### config.mk
export PLATFORM = sky130hd
export DESIGN_NAME = station_link_supervisor
export DESIGN_NICKNAME = d
export VERILOG_FILES = /design/src/rtl/core/slsup_pkg.sv /design/src/rtl/core/station_link_supervisor.sv /design/src/rtl/core/slsup_in_reg.sv /design/src/rtl/core/slsup_engine.sv /design/src/rtl/core/slsup_out_reg.sv
export SDC_FILE = /design/constraint.sdc
export NUM_CORES = 1
export LEC_CHECK = 0
export ABC_AREA = 1
export ABC_CLOCK_PERIOD_IN_PS = 3500
export BUFFER_PORTS_ARGS = -buffer_cell sky130_fd_sc_hd__buf_2
export CORE_MARGIN = 2
export CORE_UTILIZATION = 42
export CTS_BUF_LIST = sky130_fd_sc_hd__clkbuf_4
export DETAILED_ROUTE_END_ITERATION = 10
export SKIP_LAST_GASP = 1
export SLEW_MARGIN = 20
export SYNTH_ARGS = -nofsm -noshare
export SYNTH_HDL_FRONTEND = slang
export SYNTH_SLANG_ARGS = --single-unit
### constraint.sdc
create_clock -name clk_i -period 3.5 [get_ports clk_i]
set_clock_uncertainty 0.05 [all_clocks]
set_input_delay 0.525 -clock clk_i [delete_from_list [all_inputs] [get_ports clk_i]]
set_output_delay 0.525 -clock clk_i [all_outputs]
set_load 0.01 [all_outputs]
### src/rtl/core/slsup_pkg.sv
// ----------------------------------------------------------------------------
// slsup_pkg
// Types, constants and the bar quantizer shared by the link supervisor.
// ----------------------------------------------------------------------------
package slsup_pkg;

  typedef enum logic [2:0] {
    MODE_START     = 3'd0,
    MODE_STOP      = 3'd1,
    MODE_RADIO_UP  = 3'd2,
    MODE_DISCONN   = 3'd3,
    MODE_GOT_ADDR  = 3'd4,
    MODE_LOW_ALARM = 3'd5,
    MODE_SAMPLE    = 3'd6
  } mode_e;

  // Configuration register indexes.
  localparam logic CFG_MAX_RETRY = 1'b0;
  localparam logic CFG_WEAK_DBM  = 1'b1;

  localparam logic [7:0]        MAX_RETRY_RST = 8'd5;
  localparam logic signed [7:0] WEAK_DBM_RST  = -8'sd75;

  localparam int                NUM_BARS = 4;
  localparam logic signed [8:0] HYST_DB  = 9'sd3;
  localparam logic signed [8:0] BAR_FLOORS [NUM_BARS] = '{
    -9'sd85, -9'sd75, -9'sd67, -9'sd55
  };

  typedef struct packed {
    logic [3:0]        channel;
    logic              associated;
    logic signed [7:0] rssi;
    logic [2:0]        mode;
  } item_t;

  typedef struct packed {
    logic [3:0]        channel_out;
    logic signed [7:0] rssi_out;
    logic              weak_res;
    logic [2:0]        bars;
    logic              signal_valid;
    logic              weak_log_line;
    logic              arm_weak_alarm;
    logic              link_failed;
    logic              link_up;
    logic [7:0]        retry_count;
    logic              connect_attempt;
  } result_t;

  // Bars with hysteresis: a bar above the previous level needs 3 dB of margin.
  function automatic logic [2:0] quantize(logic signed [7:0] rssi, logic [2:0] prev);
    logic signed [8:0] level;
    logic signed [8:0] flr;
    logic [2:0]        bars;
    logic              found;
    level = {rssi[7], rssi};
    bars  = 3'd0;
    found = 1'b0;
    for (int i = NUM_BARS - 1; i >= 0; i--) begin
      flr = BAR_FLOORS[i];
      if (3'(i + 1) > prev) begin
        flr = flr + HYST_DB;
      end
      if (!found && (level >= flr)) begin
        bars  = 3'(i + 1);
        found = 1'b1;
      end
    end
    return bars;
  endfunction

endpackage

### src/rtl/core/station_link_supervisor.sv
// Throughput: one event per cycle while the downstream side takes results;
// the link state is updated as each event moves from the input register
// into the result register, where its result word is held.
// Reset (rst_ni low, asynchronous) empties both registers, clears the link
// state and returns max_retry to 5 and the weak threshold to -75 dBm.
// ----------------------------------------------------------------------------
// station_link_supervisor
// Radio link supervisor: connection retries, failure flag and signal bars.
// ----------------------------------------------------------------------------
module station_link_supervisor (
  input  logic        clk_i,
  input  logic        rst_ni,
  input  logic        cfg_we_i,
  input  logic        cfg_addr_i,
  input  logic [7:0]  cfg_wdata_i,
  input  logic        s_axis_tvalid,
  output logic        s_axis_tready,
  // rssi[7:0], associated[8], channel[12:9], zero[15:13]
  input  logic [15:0] s_axis_tdata,
  // mode[2:0]
  input  logic [2:0]  s_axis_tuser,
  output logic        m_axis_tvalid,
  input  logic        m_axis_tready,
  // connect_attempt[0], retry_count[8:1], link_up[9], link_failed[10],
  // arm_weak_alarm[11], weak_log_line[12], signal_valid[13], bars[16:14],
  // weak_res[17], rssi_out[25:18], channel_out[29:26], zero[31:30]
  output logic [31:0] m_axis_tdata
);
  import slsup_pkg::*;

  item_t   in_item, reg_item;
  result_t eng_result, out_result;
  logic    reg_valid, out_ready, advance;

  assign in_item.mode       = s_axis_tuser;
  assign in_item.rssi       = s_axis_tdata[7:0];
  assign in_item.associated = s_axis_tdata[8];
  assign in_item.channel    = s_axis_tdata[12:9];

  assign advance = reg_valid && out_ready;

  slsup_in_reg u_in_reg (
    .clk_i   (clk_i),
    .rst_ni  (rst_ni),
    .valid_i (s_axis_tvalid),
    .ready_o (s_axis_tready),
    .item_i  (in_item),
    .valid_o (reg_valid),
    .take_i  (advance),
    .item_o  (reg_item)
  );

  slsup_engine u_engine (
    .clk_i       (clk_i),
    .rst_ni      (rst_ni),
    .cfg_we_i    (cfg_we_i),
    .cfg_addr_i  (cfg_addr_i),
    .cfg_wdata_i (cfg_wdata_i),
    .item_i      (reg_item),
    .commit_i    (advance),
    .result_o    (eng_result)
  );

  slsup_out_reg u_out_reg (
    .clk_i    (clk_i),
    .rst_ni   (rst_ni),
    .load_i   (advance),
    .ready_o  (out_ready),
    .result_i (eng_result),
    .valid_o  (m_axis_tvalid),
    .take_i   (m_axis_tready),
    .result_o (out_result)
  );

  assign m_axis_tdata = {2'b00, out_result};

endmodule

### src/rtl/core/slsup_in_reg.sv
// ----------------------------------------------------------------------------
// slsup_in_reg
// Input register: holds one event word until the engine consumes it.
// ----------------------------------------------------------------------------
module slsup_in_reg (
  input  logic                 clk_i,
  input  logic                 rst_ni,
  input  logic                 valid_i,
  output logic                 ready_o,
  input  slsup_pkg::item_t     item_i,
  output logic                 valid_o,
  input  logic                 take_i,
  output slsup_pkg::item_t     item_o
);
  import slsup_pkg::*;

  logic  valid_q, valid_d;
  item_t item_q;

  assign ready_o = !valid_q || take_i;
  assign valid_d = valid_i ? 1'b1 : (valid_q && !take_i);

  always_ff @(posedge clk_i or negedge rst_ni) begin
    if (!rst_ni) begin
      valid_q <= 1'b0;
    end else begin
      valid_q <= valid_d;
    end
  end

  always_ff @(posedge clk_i) begin
    if (valid_i && ready_o) begin
      item_q <= item_i;
    end
  end

  assign valid_o = valid_q;
  assign item_o  = item_q;

endmodule

### src/rtl/core/slsup_engine.sv
// ----------------------------------------------------------------------------
// slsup_engine
// Link state, configuration registers and per-event result logic.
// ----------------------------------------------------------------------------
module slsup_engine (
  input  logic                 clk_i,
  input  logic                 rst_ni,
  input  logic                 cfg_we_i,
  input  logic                 cfg_addr_i,
  input  logic [7:0]           cfg_wdata_i,
  input  slsup_pkg::item_t     item_i,
  input  logic                 commit_i,
  output slsup_pkg::result_t   result_o
);
  import slsup_pkg::*;

  logic [7:0]        max_retry_q;
  logic signed [7:0] weak_dbm_q;

  logic       connecting_q, connecting_d;
  logic [7:0] retries_q, retries_d;
  logic       connected_q, connected_d;
  logic       failed_q, failed_d;
  logic [2:0] last_bars_q, last_bars_d;
  logic       weak_rep_q, weak_rep_d;

  logic [2:0]        new_bars;
  logic signed [8:0] weak_limit;
  result_t           res;

  assign new_bars   = quantize(item_i.rssi, last_bars_q);
  assign weak_limit = {weak_dbm_q[7], weak_dbm_q} + HYST_DB;

  always_comb begin
    connecting_d = connecting_q;
    retries_d    = retries_q;
    connected_d  = connected_q;
    failed_d     = failed_q;
    last_bars_d  = last_bars_q;
    weak_rep_d   = weak_rep_q;
    res          = '0;
    unique case (item_i.mode)
      MODE_START: begin
        failed_d     = 1'b0;
        connected_d  = 1'b0;
        retries_d    = '0;
        connecting_d = 1'b1;
      end
      MODE_STOP: begin
        connecting_d = 1'b0;
        retries_d    = '0;
        last_bars_d  = '0;
        weak_rep_d   = 1'b0;
        connected_d  = 1'b0;
        failed_d     = 1'b0;
      end
      MODE_RADIO_UP: begin
        res.connect_attempt = connecting_q;
      end
      MODE_DISCONN: begin
        if (connecting_q) begin
          if (retries_q < max_retry_q) begin
            retries_d           = retries_q + 8'd1;
            res.connect_attempt = 1'b1;
          end else begin
            failed_d = 1'b1;
          end
        end
      end
      MODE_GOT_ADDR: begin
        retries_d          = '0;
        res.arm_weak_alarm = 1'b1;
        connected_d        = 1'b1;
      end
      MODE_LOW_ALARM: begin
        if (!weak_rep_q) begin
          weak_rep_d        = 1'b1;
          res.weak_log_line = 1'b1;
        end
        res.arm_weak_alarm = 1'b1;
      end
      MODE_SAMPLE: begin
        if (!item_i.associated) begin
          last_bars_d = '0;
        end else begin
          last_bars_d = new_bars;
          if ($signed({item_i.rssi[7], item_i.rssi}) >= weak_limit) begin
            weak_rep_d = 1'b0;
          end
          res.signal_valid = 1'b1;
          res.bars         = new_bars;
          res.weak_res     = (new_bars <= 3'd1);
          res.rssi_out     = item_i.rssi;
          res.channel_out  = item_i.channel;
        end
      end
      default: begin
      end
    endcase
    res.retry_count = retries_d;
    res.link_up     = connected_d;
    res.link_failed = failed_d;
  end

  assign result_o = res;

  always_ff @(posedge clk_i or negedge rst_ni) begin
    if (!rst_ni) begin
      max_retry_q <= MAX_RETRY_RST;
      weak_dbm_q  <= WEAK_DBM_RST;
    end else if (cfg_we_i) begin
      unique case (cfg_addr_i)
        CFG_MAX_RETRY: max_retry_q <= cfg_wdata_i;
        CFG_WEAK_DBM:  weak_dbm_q  <= cfg_wdata_i;
        default: begin
        end
      endcase
    end
  end

  always_ff @(posedge clk_i or negedge rst_ni) begin
    if (!rst_ni) begin
      connecting_q <= 1'b0;
      retries_q    <= '0;
      connected_q  <= 1'b0;
      failed_q     <= 1'b0;
      last_bars_q  <= '0;
      weak_rep_q   <= 1'b0;
    end else if (commit_i) begin
      connecting_q <= connecting_d;
      retries_q    <= retries_d;
      connected_q  <= connected_d;
      failed_q     <= failed_d;
      last_bars_q  <= last_bars_d;
      weak_rep_q   <= weak_rep_d;
    end
  end

endmodule

### src/rtl/core/slsup_out_reg.sv
// ----------------------------------------------------------------------------
// slsup_out_reg
// Result register: holds one result word until the downstream side takes it.
// ----------------------------------------------------------------------------
module slsup_out_reg (
  input  logic                 clk_i,
  input  logic                 rst_ni,
  input  logic                 load_i,
  output logic                 ready_o,
  input  slsup_pkg::result_t   result_i,
  output logic                 valid_o,
  input  logic                 take_i,
  output slsup_pkg::result_t   result_o
);
  import slsup_pkg::*;

  logic    valid_q, valid_d;
  result_t result_q;

  // A held word that is being taken frees the register in the same cycle.
  assign ready_o = !valid_q || take_i;
  assign valid_d = load_i ? 1'b1 : (valid_q && !take_i);

  always_ff @(posedge clk_i or negedge rst_ni) begin
    if (!rst_ni) begin
      valid_q <= 1'b0;
    end else begin
      valid_q <= valid_d;
    end
  end

  always_ff @(posedge clk_i) begin
    if (load_i) begin
      result_q <= result_i;
    end
  end

  assign valid_o  = valid_q;
  assign result_o = result_q;

endmodule
==> summary.txt, run 1 <==
Run status
  • Status: finished clean

Pwr
  • Net load switching power: 0.617 mW
  • Design Power: 2.13 mW
  • Int Pwr: 1.52 mW
  • Switch share: 0.289
  • Flop pwr share: 0.534
  • Peak VDD IR: 0.165 mV
  • PD cells: 447 nW/um2
  • Clock Power Share: 0.293
  • Combinational power share: 0.173
  • Pleak: 2.36 nW

Synth
  • Sequential share of the synthesized area: 0.532
  • Post-Syn Instances: 453
  • Post-synthesis xor/xnor area fraction: 0.0126
  • Post-synth top flop: edfxtp_1
  • Synth Cell Area: 4160 um2
  • Fraction of registers with async set/reset: 0.418
  • Post-Synth Adder-Cell Area: 0.0932
  • Compound-Gate Fraction of Synth Area: 0.0821
  • Netlist cell types: 38
  • Largest family of logic cells by synthesized area: simple AND/OR/NAND/NOR gates
  • Post-Synth Simple-Gate Area: 0.202
  • Synth warn: 0
  • Mux share of post-synthesis cell area: 0
  • Syn avg cell area: 9.19 um2
  • Post-synth EDFFs: 46
  • Seq cells post-synth: 79

Place
  • DP Area: 4610 um2
  • Port Buffers: 61
  • # placed instances: 642
  • Final GP Congestion: 0.855
  • Pre-CTS setup slack: 0.987 ns
  • Hpwl dp: 5890 um

Setup path
  • Critical path type: register to register
  • Critical path fanouts, max: 3
  • Worst EP arrival: 2.81 ns
  • Startpoint Class: register
  • Worst Setup End Kind: register
  • Critical Path RT: 3.77 ns

Clock network
  • Hold_buf cts: 0
  • Clk pin slew, worst setup/hold paths: 0.14 ns
  • Clock Sinks: 79
  • Post-CTS Setup Inserts: 0
  • CTS resizes: 0
  • CTS Buffer Depth: 2
  • Num CTS Buffers: 9
  • CTS tree: done
  • Clock Latency Late Sink: 0.43 ns
  • CTS H-tree lvls: 3
  • Root Buffer Master: clkbuf_4

Floorplanning
  • Die footprint: 10700 um2
  • Initial Utilization: 0.430
  • IO Count: 67
  • DIE WIDTH: 104 um
  • Core Box Area: 9680 um2
  • Cell Rows: 36
  • DIE HEIGHT: 104 um

Drt
  • 1st-pass router iterations: 4
  • Iteration-0 DRC Markers: 104
  • WL/cell: 12.0 um
  • Vias: 3091
  • Post-DRT Antenna Nets: 0
  • # DRC: 0
  • Drt total wl: 7920 um
  • Avg Vias per Cell: 4.70

Cells and area
  • Area of the multi-input gates: 1630 um2
  • Final Core Density: 0.493
  • Layout cell share with drive strength beyond 1: 0.196
  • Area Growth Syn to Fin: 14.7%
  • Reg area: 2220 um2
  • Inserted Diodes: 0
  • Number of nets in the layout: 584
  • Post-Layout Cell Count: 658
  • Finished layout cell area: 4770 um2
  • Fill cells: 950

Min path
  • Worst min path class: input port to asynchronous set/reset pin

Global route
  • Initial antenna violation count: 0
  • Grt total ovfl: 0
  • GRT Resource Usage Total: 0.159
  • Largest net degree at the start of global routing: 40
  • Vias in the first global route: 2967
  • First-pass GRT wire length: 13700 um

Timing
  • Worst slew margin: 0.497
  • Pins Over Slew Limit: 0
  • Fmax: 394 MHz
  • Slew @ Worst Pin: 0.754 ns
  • Tmin final: 2.54 ns
  • Setup ws final: 0.959 ns
  • Final worst-path cycle share: 0.726
  • Final setup fails: 0
  • Final Hold Vio Count: 0
  • RSZ-0062 raised after global routing: no
  • Setup TNS: 0 ns
  • Final hold slack: 0.0795 ns

Flow run
  • MaxCap Viol Count: 0
Yosys cell counts, types with 3 or more instances:
cell,n,share of area
a21oi_1,17,0.020
clkbuf_1,4,0.0036
dfrtp_1,26,0.16
dfstp_2,7,0.044
edfxtp_1,46,0.33
ha_1,31,0.093
inv_1,68,0.061
inv_2,5,0.0045
nand2_1,117,0.11
nand3_1,22,0.026
nand3b_1,3,0.0054
nand4_1,5,0.0075
nor2_1,35,0.032
nor2_2,3,0.0045
o21ai_0,30,0.036
xor2_1,4,0.0084
flip-flops by register name, indices dropped and copies added (netlist names), 3 cells and up:
register and count:
u_engine.last_bars_q 3, u_engine.max_retry_q 8, u_engine.retries_q 8, u_engine.weak_dbm_q 8, u_out_reg.result_o 30, u_in_reg.item_o 16
power groups by stage:
stage	sequential, mW	combinational [mW]	clock (mW)
final	1.14	0.369	0.625
after global routing	1.15	0.432	0.679
after CTS	1.14	0.377	0.650
after detailed placement	1.16	0.375	0
after global placement	1.16	0.363	0
after floorplan	1.16	0.247	0
worst max-delay path, cell delays in order (launching register included):
cell      delay [ns]
dfstp_2         0.55
inv_1           0.06
ha_1            0.22
nor2_1          0.10
nand2_1         0.10
nor2_1          0.10
nand2_1         0.07
xor2_1          0.14
ha_1            0.29
nand2_1         0.07
nor2_1          0.12
nand3b_1        0.11
nand3_1         0.10
nand2_1         0.05
nand3_1         0.11
nand3_1         0.10
nand2_1         0.06
o21ai_0         0.06
metal layers:
| metal | up-vias | global-route usage | part of all wire |
|---|---|---|---|
| met2 | 69 | 0.255 | 0.45 |
| met4 | 0 | 0.0685 | 0.017 |
| li1 | 1608 | - | - |
| met3 | 10 | 0.0271 | 0.048 |
| met5 | - | 0 | 0 |
| met1 | 1404 | 0.214 | 0.49 |
cell type report:
class                           count  share of cell area
Timing Repair Buffer               62              0.0655
Multi-Input combinational cell    293               0.342
Inverter                           75              0.0595
Tap cell                          133              0.0349
Clock inverter                      7              0.0202
Clock buffer                        9              0.0142
Sequential cell                    79               0.464
final timing paths:
path                                    startpoint                 endpoint  slack [ns]  depth (start not counted)
min in group clk_i                s_axis_tdata[11]      u_in_reg.item_o[14]        0.21                          1
max                         u_engine.weak_dbm_q[0]      u_engine.weak_rep_q        0.96                         17
max in group asynchronous                   rst_ni    u_engine.retries_q[1]        2.81                          1
min                                         rst_ni    u_engine.retries_q[4]        0.08                          1
min reg2reg                u_engine.max_retry_q[0]  u_engine.max_retry_q[0]        0.45                          2
max reg2reg                 u_engine.weak_dbm_q[0]      u_engine.weak_rep_q        0.96                         17
placed cells by master (no fill, tap or decap), types with 3 or more instances in the layout:
master	Yosys	layout
nand4_1	5	5
inv_1	68	68
a21oi_1	17	17
nor2_2	3	3
nand3b_1	3	3
nand3_1	22	22
o21ai_0	30	30
clkbuf_4	0	9
edfxtp_1	46	46
xor2_1	4	4
dfstp_2	7	7
dfrtp_1	26	26
ha_1	31	31
nand2_1	117	117
inv_2	5	5
buf_2	1	61
nor2_1	35	35
logic make-up (layout without fill, tap and decap cells):
logic type / after synthesis / count (layout)
adder cells (fa/ha/maj): 31 / 31
flip-flops: 79 / 79
AND/OR/NAND/NOR: 195 / 195
other: 1 / 2
buffers and inverters: 82 / 153
AO/OA/AOI/OAI: 59 / 59
XOR/XNOR: 6 / 6
Power figures use the tool's default switching activity.
==> run 2, diff against run 1 <==
- ABC_CLOCK_PERIOD_IN_PS: 3500 -> 2200
- clock period: 3.5 -> 2.2 ns (I/O delays scaled with it)
==> run 2 against run 1 <==
The run now ends with setup timing left. Global-route usage up 0.43 points. Utilization grew 2.4 points. First-iteration DRC count grew 40%. Worst hold slack worse by 0.059 ns. Worst setup slack lost 1.2 ns. Count of clock-buffer cells in the layout up 1. Die area stayed put. Via count rose by 3.2%. Final cell count grew 3.6%. Fmax increased by 4.6%.
==> summary.txt, run 2 (synthesized netlist as in run 1, its figures left out) <==
Run status
  • Status: finished, violations left
  • Violated checks: setup timing

Setup path
  • Critical path fanouts, max: 3
  • Startpoint Class: register
  • Crit path cell chain: inv_2 -> ha_4 -> nor2_4 -> nand2_2 -> nor2_2 -> nand2_1 -> xor2_1 -> ha_1 -> a21oi_2 -> nor2_1 -> nor2_1 -> nand4_1 -> nand3_1 -> nand3_2 -> nand2_1 -> o21ai_1
  • CP delay by family, top: simple AND/OR/NAND/NOR gates
  • Crit path largest cell delay: 0.56 ns
  • Worst EP arrival: 2.71 ns
  • Critical path type: register to register
  • Slowest cell on the critical path: dfstp_2
  • Worst Setup End Kind: register
  • Worst R2R Setup Slack: -0.23 ns
  • Buf/Inv on CP: 1
  • Critical Path RT: 2.48 ns

Pwr
  • Int Pwr: 2.36 mW
  • Net load switching power: 0.993 mW
  • Switch share: 0.296
  • PD cells: 670 nW/um2
  • Clock Power Share: 0.257
  • Combinational power share: 0.202
  • Flop pwr share: 0.541
  • Pleak: 2.46 nW
  • Design Power: 3.35 mW
  • Peak VDD IR: 0.269 mV

Drt
  • Iteration-0 DRC Markers: 146
  • WL met1: 3980 um
  • Post-DRT Antenna Nets: 0
  • Top Metal Used: met4
  • Avg Vias per Cell: 4.68
  • # DRC: 0
  • Drt total wl: 8380 um
  • Vias: 3189
  • Met2 routed WL: 3870 um
  • Metal3 WL: 335 um
  • WL/cell: 12.3 um
  • 1st-pass router iterations: 5

Global route
  • GRT Resource Usage Total: 0.163
  • Vias in the first global route: 3013
  • Largest net degree at the start of global routing: 34
  • Grt total ovfl: 0
  • First-pass GRT wire length: 14100 um
  • Initial antenna violation count: 0

Cells and area
  • Final Core Density: 0.517
  • Commonest cells after routing, fill and taps aside: 115 x nand2_1, 67 x inv_1, 61 x buf_2, 46 x edfxtp_1, 32 x nor2_1
  • Post-Layout Cell Count: 682
  • Area Growth Syn to Fin: 20.3%
  • Commonest non-fill, non-tap cell in the layout: nand2_1
  • Finished layout cell area: 5010 um2
  • Fill cells: 914
  • Layout cell share with drive strength beyond 1: 0.228
  • Inserted Diodes: 0
  • Largest register FFs: 30
  • Number of nets in the layout: 608

Flow run
  • MaxCap Viol Count: 0

Timing
  • RSZ-0062 raised after global routing: yes
  • Setup ws final: -0.230 ns
  • Final worst-path cycle share: 1.10
  • Fmax: 411 MHz
  • Setup TNS: -0.230 ns
  • Slew @ Worst Pin: 0.757 ns
  • Pins Over Slew Limit: 0
  • Tmin final: 2.43 ns
  • Final setup fails: 1
  • Final Hold Vio Count: 0
  • Worst slew margin: 0.496

Floorplanning
  • Cell Rows: 36
  • DIE WIDTH: 104 um
  • Initial Utilization: 0.430
  • IO Count: 67
  • Core Box Area: 9680 um2
  • Die footprint: 10700 um2
  • DIE HEIGHT: 104 um

Clock network
  • Clk pin slew, worst setup/hold paths: 0.12 ns
  • CTS tree: done
  • Clock Sinks: 79
  • CTS H-tree lvls: 3
  • Clock Latency Late Sink: 0.43 ns
  • Num CTS Buffers: 9
  • Root Buffer Master: clkbuf_4
  • CTS Buffer Depth: 2

Min path
  • Worst min path class: input port to register

Place
  • Final GP Congestion: 0.838
  • Port Buffers: 61
  • # placed instances: 653
  • DP Area: 4720 um2
  • Hpwl dp: 6130 um
## run 2: changes by cell type in the layout (fill, tap and decap cells not counted), sizes merged
| cell | delta |
|---|---|
| clkbuf | +1 |
| dlygate4sd3 | +10 |
| buf | +14 |
| bufinv | -1 |
## run 2: layout make-up
cell class | instances | area, um2 | share of cell area
timing repair buffer | 86 | 531 | 0.106
tap | 133 | 166 | 0.0332
clock buffer | 10 | 75.1 | 0.0150
clock inverter | 6 | 60.1 | 0.0120
multi-input combinational | 293 | 1670 | 0.334
sequential | 79 | 2220 | 0.443
inverter | 75 | 284 | 0.0567
## run 2: layer usage
| layer | track usage | vias to the layer above |
|---|---|---|
| li1 | - | 1665 |
| met5 | 0 | - |
| met4 | 0.0714 | 0 |
| met2 | 0.259 | 63 |
| met3 | 0.0302 | 17 |
| met1 | 0.220 | 1444 |
## run 2: worst paths after layout
check | end | from | cells after the start
worst max-delay path | u_engine.weak_rep_q | u_engine.weak_dbm_q[0] | 16
worst max register to register | u_engine.weak_rep_q | u_engine.weak_dbm_q[0] | 16
max in group asynchronous | u_engine.weak_dbm_q[3] | rst_ni | 2
worst min register to register | u_engine.max_retry_q[5] | u_engine.max_retry_q[5] | 2
worst min-delay path | u_in_reg.item_o[12] | s_axis_tdata[9] | 1
min in group asynchronous | u_engine.retries_q[3] | rst_ni | 2
## run 2: repair_timing
item                                    CTS  global route
endpoints found under the hold margin    31             4
buffers inserted                          1             2
gates resized for setup                   1             9
endpoints found under the setup margin    1             6
hold buffers                              6             4
pin swaps                                 6             5
## run 2: power groups by stage
| stage | combinational [mW] | clock [mW] | sequential [mW] |
|---|---|---|---|
| floorplan | 0.398 | 0 | 1.85 |
| global placement | 0.619 | 0 | 1.84 |
| detailed placement | 0.638 | 0 | 1.85 |
| CTS | 0.654 | 0.890 | 1.81 |
| global route | 0.781 | 0.948 | 1.83 |
| finish | 0.678 | 0.861 | 1.81 |
## run 2: stage by stage
stage,hold WS [ns],setup WS [ns]
3_5_place_dp,0.399,-0.206
2_1_floorplan,-0.0156,-0.0585
6_report,0.0210,-0.230
5_1_grt,0.00172,-0.398
3_3_place_gp,0.398,-0.155
4_1_cts,0.000559,-0.192
==> run 3, diff against run 2 <==
- CELL_PAD_IN_SITES_DETAIL_PLACEMENT: not set -> 1
- CELL_PAD_IN_SITES_GLOBAL_PLACEMENT: not set -> 2
- CORE_UTILIZATION: 42 -> 32
- GPL_TIMING_DRIVEN: not set -> 0
- PLACE_DENSITY_LB_ADDON: not set -> 0.1
==> run 3 against run 2 <==
The run still ends with setup timing left. Final cell count grew 7.3%. Register-to-register slack gained 0.03 ns. Non-clock buffer count grew 10. Count of clock-buffer cells in the layout grew 1. Fmax grew 1.1%. Sequential cell count is the same. Via count grew 3.9%. Clock power grew 7.2%. Worst setup slack gained 0.027 ns. Final area grew 3.3%. Highest routed layer unchanged.
==> summary.txt, run 3 (synthesized netlist as in run 1, its figures left out) <==
Run status
  • Status: finished, violations left
  • Violated checks: setup timing

Drt
  • Post-DRT Antenna Nets: 0
  • Avg Vias per Cell: 4.53
  • Drt total wl: 10200 um
  • 1st-pass router iterations: 4
  • Iteration-0 DRC Markers: 149
  • # DRC: 0
  • WL/cell: 13.9 um
  • Vias: 3313

Setup path
  • Worst EP arrival: 2.71 ns
  • Crit-path most repeated cell: nand2_1
  • Crit path cell chain: inv_4 -> ha_4 -> nor2_4 -> nand2_2 -> nor2_2 -> nand2_1 -> xor2_1 -> ha_1 -> nand2_1 -> nand3b_1 -> nand3b_1 -> nand4_1 -> nand3_2 -> nand3_2 -> nand2_1 -> o21ai_1
  • Slowest cell on the critical path: dfstp_2
  • Startpoint Class: register
  • Critical Path RT: 2.51 ns
  • Critical path fanouts, max: 3
  • Crit path largest cell delay: 0.57 ns
  • Worst Setup End Kind: register
  • CP delay by family, top: simple AND/OR/NAND/NOR gates
  • Critical path type: register to register
  • Buf/Inv on CP: 1

Place
  • DP Area: 4700 um2
  • Port Buffers: 61
  • Hpwl dp: 7360 um
  • Pre-CTS setup slack: -0.329 ns
  • Final GP Congestion: 0.785

Floorplanning
  • Core Box Area: 12700 um2
  • IO Count: 67
  • Initial Utilization: 0.328
  • DIE HEIGHT: 118 um
  • DIE WIDTH: 118 um
  • Die footprint: 13900 um2
  • Cell Rows: 41

Global route
  • Grt total ovfl: 0
  • Initial antenna violation count: 1
  • Largest net degree at the start of global routing: 40
  • GRT Resource Usage Total: 0.158
  • First-pass GRT wire length: 17300 um
  • Vias in the first global route: 3385

Cells and area
  • Area Growth Syn to Fin: 24.2%
  • Largest register FFs: 30
  • Layout cell share with drive strength beyond 1: 0.236
  • Commonest non-fill, non-tap cell in the layout: nand2_1
  • Commonest cells after routing, fill and taps aside: 116 x nand2_1, 66 x inv_1, 62 x buf_2, 46 x edfxtp_1, 32 x nor2_1
  • Final Core Density: 0.408
  • Finished layout cell area: 5170 um2
  • Fill cells: 1528
  • Number of nets in the layout: 618

Timing
  • Pins Over Slew Limit: 0
  • Final worst-path cycle share: 1.09
  • Worst slew margin: 0.457
  • Fmax: 416 MHz
  • Final setup fails: 1
  • Tmin final: 2.40 ns
  • RSZ-0062 raised after global routing: yes
  • Slew @ Worst Pin: 0.815 ns
  • Final hold slack: 0.0671 ns
  • Setup ws final: -0.203 ns
  • Final Hold Vio Count: 0

Clock network
  • Clock Sinks: 79
  • Clock Latency Late Sink: 0.46 ns
  • CTS H-tree lvls: 3
  • Root Buffer Master: clkbuf_4
  • Clk pin slew, worst setup/hold paths: 0.13 ns
  • Num CTS Buffers: 9
  • CTS Buffer Depth: 2
  • CTS tree: done

Pwr
  • Pleak: 2.50 nW
  • PD cells: 663 nW/um2
  • Peak VDD IR: 0.327 mV

Flow run
  • MaxCap Viol Count: 0

Min path
  • Worst min path class: input port to register
-- run 3: worst reg2reg max path, cell delays in order, from the launching register on --
cell and delay, ns:
dfstp_2 0.57, inv_4 0.05, ha_4 0.16, nor2_4 0.07, nand2_2 0.07, nor2_2 0.09, nand2_1 0.07, xor2_1 0.14
ha_1 0.30, nand2_1 0.09, nand3b_1 0.17, nand3b_1 0.09, nand4_1 0.10, nand3_2 0.11, nand3_2 0.07, nand2_1 0.06
o21ai_1 0.06
-- run 3: area by class of cell --
type | count | area, um2 | area share
sequential | 79 | 2220 | 0.429
multi-input combinational | 293 | 1710 | 0.331
timing repair buffer | 89 | 561 | 0.108
inverter | 75 | 288 | 0.0557
tap | 172 | 215 | 0.0416
clock buffer | 11 | 82.6 | 0.0160
clock inverter | 5 | 56.3 | 0.0109
buffer | 7 | 35.0 | 0.00678
antenna | 1 | 2.50 | 0.000484
-- run 3: worst paths after layout --
path | startpoint | endpoint | slack [ns] | depth (start not counted)
max reg2reg | u_engine.weak_dbm_q[0] | u_engine.weak_rep_q | -0.20 | 16
min | cfg_wdata_i[2] | u_engine.max_retry_q[2] | 0.07 | 3
min reg2reg | u_engine.max_retry_q[5] | u_engine.max_retry_q[5] | 0.45 | 2
max | u_engine.weak_dbm_q[0] | u_engine.weak_rep_q | -0.20 | 16
max in group asynchronous | rst_ni | u_engine.retries_q[5] | 1.11 | 2
min in group asynchronous | rst_ni | u_in_reg.valid_o | 0.44 | 2
-- run 3: per-stage QoR --
| step | TNS, ns | power (mW) | instances |
|---|---|---|---|
| 2_1_floorplan | -0.0585 | 2.25 | 454 |
| 3_3_place_gp | -13.47 | 2.46 | 687 |
| 3_5_place_dp | -1.42 | 2.48 | 687 |
| 4_1_cts | -0.234 | 3.47 | 723 |
| 5_1_grt | -0.854 | 3.65 | 732 |
| 6_report | -0.203 | 3.43 | 732 |
-- run 3: routing by layer --
layer  global-route usage  routed length [um]  up-vias
li1                     -                   -     1673
met1                0.214                5170     1574
met2                0.243                4540       55
met3               0.0509                 387       11
met4               0.0437                 108        0
met5                    0                   0        -
-- run 3: power breakdown --
| part | switching, mW | total (mW) | internal [mW] | leakage (nW) |
|---|---|---|---|---|
| clock | 0.548 | 0.923 | 0.375 | 0.0793 |
| combinational | 0.413 | 0.684 | 0.271 | 1.57 |
| sequential | 0.0930 | 1.82 | 1.73 | 0.856 |
-- run 3: repair_timing --
| action | CTS | global route |
|---|---|---|
| pin swaps | 10 | 3 |
| endpoints found under the hold margin | 43 | 0 |
| resized for setup | 10 | 11 |
| buffers inserted | 2 | 8 |
| gates cloned | 0 | 0 |
| hold buffers | 18 | 0 |
| endpoints found under the setup margin | 6 | 12 |
